File: src/rtl/bank_run_allocator_top_defines.svh
// Assertion macros shared by the bank run allocator RTL.
`ifndef BANK_RUN_ALLOCATOR_TOP_DEFINES_SVH
`define BANK_RUN_ALLOCATOR_TOP_DEFINES_SVH
// Property that must hold at every clock edge outside reset.
`define BRA_ASSERT(label, prop, msg) \
  label: assert property (@(posedge clk) disable iff (!rst_n) (prop)) else $error(msg);
// Implication whose consequent is checked in the cycle after the antecedent.
`define BRA_ASSERT_NEXT(label, ante, cons, msg) \
  label: assert property (@(posedge clk) disable iff (!rst_n) (ante) |=> (cons)) else $error(msg);
`endif

File: src/rtl/bra_pkg.sv
// Package for the bank run allocator: sizes, command and status codes, tag reset values, cell control type.
package bra_pkg;
  localparam int unsigned BankCount = 64;
  localparam int unsigned BankBytes = 4096;

  localparam logic [2:0] CMD_SEEK    = 3'd0;
  localparam logic [2:0] CMD_CLAIM   = 3'd1;
  localparam logic [2:0] CMD_RANGE   = 3'd2;
  localparam logic [2:0] CMD_OUTPUT  = 3'd3;
  localparam logic [2:0] CMD_RELEASE = 3'd4;

  localparam logic [1:0] ST_OK       = 2'd0;
  localparam logic [1:0] ST_NO_RUN   = 2'd1;
  localparam logic [1:0] ST_NOT_FND  = 2'd2;
  localparam logic [1:0] ST_NOT_CONT = 2'd3;

  localparam logic [7:0] HeadTagRst = 8'd56;
  localparam logic [7:0] ContTagRst = 8'd55;

  // Control broadcast from the sequencer to every bank cell.
  typedef struct packed {
    logic       write;
    logic       release_m;
    logic [7:0] tag;
  } cell_ctl_t;
endpackage

File: src/rtl/bra_cell.sv
// One bank cell: holds a bank's free flag, owner and tag, and passes its entry along the ring.
module bra_cell (
  input  logic              clk,
  input  logic              rst_n,
  input  logic              shift,
  input  logic              in_free,
  input  logic [63:0]       in_hi,
  input  logic [63:0]       in_lo,
  input  logic [7:0]        in_arg,
  input  logic              upd,
  input  bra_pkg::cell_ctl_t ctl,
  input  logic [63:0]       id_hi,
  input  logic [63:0]       id_lo,
  output logic              free_o,
  output logic [63:0]       hi_o,
  output logic [63:0]       lo_o,
  output logic [7:0]        arg_o
);
  logic free_r;
  logic [63:0] hi_r, lo_r;
  logic [7:0] arg_r;

  // Rotate entry into this cell; the head cell may rewrite it on the way.
  always_ff @(posedge clk) begin
    if (!rst_n) begin
      free_r <= 1'b1;
    end else if (shift) begin
      if (upd && ctl.write) begin
        free_r <= 1'b0;
      end else if (upd && ctl.release_m && !in_free && in_hi == id_hi && in_lo == id_lo
                   && in_arg == ctl.tag) begin
        free_r <= 1'b1;
      end else begin
        free_r <= in_free;
      end
    end
  end

  always_ff @(posedge clk) begin
    if (shift) begin
      if (upd && ctl.write) begin
        hi_r  <= id_hi;
        lo_r  <= id_lo;
        arg_r <= ctl.tag;
      end else begin
        hi_r  <= in_hi;
        lo_r  <= in_lo;
        arg_r <= in_arg;
      end
    end
  end

  assign free_o = free_r;
  assign hi_o   = hi_r;
  assign lo_o   = lo_r;
  assign arg_o  = arg_r;
endmodule

File: config.mk
export PLATFORM = sky130hd
export DESIGN_NAME = bra_cell
export DESIGN_NICKNAME = d
export VERILOG_FILES = /design/src/rtl/bank_run_allocator_top_defines.svh /design/src/rtl/bra_pkg.sv /design/src/rtl/bra_cell.sv
export SDC_FILE = /design/constraint.sdc
export NUM_CORES = 1
export LEC_CHECK = 0
export ABC_AREA = 1
export BUFFER_PORTS_ARGS = -buffer_cell sky130_fd_sc_hd__buf_2
export CORE_AREA = 2 2 160 162
export DETAILED_ROUTE_END_ITERATION = 16
export DIE_AREA = 0 0 162 164
export SLEW_MARGIN = 20
export SYNTH_ARGS = -nofsm -noshare
export SYNTH_HDL_FRONTEND = slang
export SYNTH_SLANG_ARGS = --single-unit
File: constraint.sdc
create_clock -name clk -period 0.9 [get_ports clk]
set_input_delay 0.045 -clock clk [delete_from_list [all_inputs] [get_ports clk]]
set_output_delay 0.045 -clock clk [all_outputs]
set_load 0.02 [all_outputs]
==> impl_metrics.yaml <==
pwr:
  leakage_nw: 7.53
  p_per_area_nw_per_um2: 1510
  total_power_mw: 22.3
  vdd_drop_max_v: 0.000899
routing:
  top_layer_used: "met4"
  num_vias: 9403
  route.met3.wl_um: 2290
  dr.first_iter.drc_count: 722
  drt-total-wl_um: 32200
  route.met2.wl_um: 17000
  route.detailed.drc: 0
  via_per_inst: 4.49
  detail-route-antenna-nets: 0
  met1_length_um: 12400
  routedWlPerCell_um: 15.4
  first_pass_iters: 5
sta:
  setup_viol: 137
  min_period_ps: 1140
  setup-tns-final_ps: -12820
  slew_headroom: 0.802
  hold_slack_ps: -8.36
  clock.fmax_ghz: 0.876
  setup_ws_ps: -242
  final_max_slew_viol_count: 0
  worstMarginPinSlew_ps: 294
  final-hold-violation-count: 1
  rsz0062_at_grt: "yes"
  skew_ps: 0
  finalCritPeriodShare: 1.27
worst_setup_path:
  r2r_end: "free_o"
  cp.arrival_ps: 1100
  path_max_fanout: 1
  worstPathCellList: "buf_6"
  crit_family: "flip-flops"
  rrSetupSlack_ps: 240
  required_ps: 850
  cpMaxStageDelayCell: "edfxtp_1"
  endpoint_kind: "output port"
  max_stage_delay_ps: 500
  startpoint_type: "register"
  worst_r2r_path_depth: 2
  crit_buf_inv: 1
  critPathKind: "reg -> out"
  r2r_start: "free_o"
floorplanning:
  die_y_um: 164
  rows: 58
  start_util: 0.327
  die_w_um: 162
  core_area_um2: 24800
  ios: 416
  die_area_um2: 26600
layout:
  nets: 2027
  syn_to_final_growth_pct: 81.2
  utilization: 0.593
  drive_above_1_share: 0.327
  multiInputGateArea_um2: 3370
  seq_area_um2: 4110
  final_cells: 2094
  nFillCells: 2176
synth:
  async_flop_share: 0
  synth_enable_flop_cells: 136
  synth_common_cells: "510 x nand2_1, 195 x inv_1, 136 x edfxtp_1, 89 x o21ai_0, 44 x nor2_1"
  synth_ff_type: "edfxtp_1"
  synth_area_per_cell_um2: 7.43
  ys_seq_elements: 137
  syn_inst: 1093
  syn-num-nets: 1372
  ys_warn_count: 0
  yosysSeqAreaShare: 0.505
  synth_area_um2: 8120
  synth_area_leaders: "edfxtp_1 50%, nand2_1 24%, inv_1 9.0%, o21ai_0 5.5%, xnor2_1 4.1%"
  yosysTopAreaCell: "edfxtp_1"
  synth_top_area_frac: 0.503
  ys_types: 22
  synth.most_common_cell: "nand2_1"
placed_design:
  dp_hpwl_um: 23300
  placed_cells: 1874
  gp_congestion: 0.912
  port-buffer-count: 415
clock_tree:
  clkLatencyLatePin_ps: 410
  h-tree-depth: 4
  ctsLongestPathBuffers: 2
  post_cts_buffers: 0
  clockRootBuffer: "clkbuf_16"
  cts_tree: "done"
  clk_pin_slew_worst_paths_ps: 60
  cts.sinks: 137
  cts_made_buffers: 17
hold_path:
  min_from: "in_hi[25]"
  min_path_cells: 3
  min_path_type: "in -> reg"
  hold_path_end: "hi_o[25]"
global_route:
  grt_pass1_vias: 9223
  antenna_found_initial: 4
  grt_remaining_overflow: 0
  grt_start_max_net_pins: 32
  grt_usage: 0.233
  grt_pass1_wl_um: 47500
flow_run:
  drv_cap: 0
run_status:
  run_status: "complete, but fails checks"
  failed_checks: "hold timing, setup timing"
[layout by cell type (no fill, tap or decap)]
cell           count
inv_2             17
inv_1            185
buf_12            12
nand3_1            4
nor2_1            27
nor3_1             3
nand3b_1           1
dfxtp_2            1
nor2_4            12
a21boi_0           1
bufinv_16          8
buf_2            285
buf_6            123
a21oi_1            1
nand2_1          485
xor2_1            10
clkbuf_16         17
nand4_1           13
clkinv_4           3
xnor2_1           32
clkinv_1           1
diode_2            5
nor2_2             6
buf_4             59
o21ai_0           89
o21ai_1            6
clkinv_2           1
edfxtp_1         136
nand2_4            2
nand3_2            1
nand2_2           23
o22ai_1            2
xnor2_2            6
o2111ai_1          1
dlygate4sd3_1    186
[power breakdown]
group          internal (mW)  switching, mW  total (mW)  leakage (nW)
clock network           5.73           2.90        8.63         0.340
registers               7.74          0.270        8.01          1.34
logic                   2.79           2.83        5.61          5.86
[per-layer routing]
layer | GRT usage | vias up
met4 | 0.0792 | 0
met1 | 0.260 | 4297
met5 | 0 | -
li1 | - | 4678
met2 | 0.432 | 392
met3 | 0.0583 | 36
[how the worst max path moves through the flow]
stage | slack, ps | end | start | depth (start not counted)
2_1_floorplan | 8 | arg_o[3] | ctl[9] | 4
3_5_place_dp | -640 | free_o | in_hi[25] | 14
6_report | -240 | arg_o[2] | arg_o[2] | 1
3_3_place_gp | -640 | free_o | in_hi[25] | 14
4_1_cts | -310 | arg_o[2] | arg_o[2] | 1
5_1_grt | -300 | arg_o[2] | arg_o[2] | 1
[logic make-up (layout without fill, tap and decap cells)]
group                     Yosys count  after routing  synth area share
and+or+nand+nor                   577            577             0.273
buffers and inverters             231            897             0.107
DFF                               137            137             0.505
AOI/OAI and AO/OA                 100            100            0.0627
xor gates and xnor gates           48             48            0.0518
other                               0              5                 0
[sequential cells by signal, indices dropped and copies added, names as in the netlist]
signal	flops
free_o	1
hi_o	64
arg_o	8
lo_o	64
[worst reg2reg max path, delay by kind of cell (launching register included)]
family / cells / cell delay (ps)
flops: 1 / 330
simple gates: 1 / 60
compound gates: 1 / 160
[repair_timing]
action / CTS / global route
pin swaps: 5 / 51
setup endpoints to repair: 138 / 139
resized for setup: 144 / 172
hold buffers: 184 / 3
endpoints found under the hold margin: 127 / 5
[through the flow]
| stage | area, µm² | worst slack [ps] |
|---|---|---|
| finish | 14700 | -242 |
| global route | 14700 | -299 |
| CTS | 14100 | -307 |
| detailed placement | 11100 | -635 |
| global placement | 11100 | -641 |
| floorplan | 8120 | 7.82 |
[layout make-up]
class,instances,area share
flip-flops and latches,137,0.279
repair buffers,665,0.364
diodes,5,0.000850
multi-input cells,725,0.229
inverters,202,0.0515
clock buffers,17,0.0289
well taps,330,0.0281
clock inverters,13,0.0187
(Power assumes the default switching activity.)
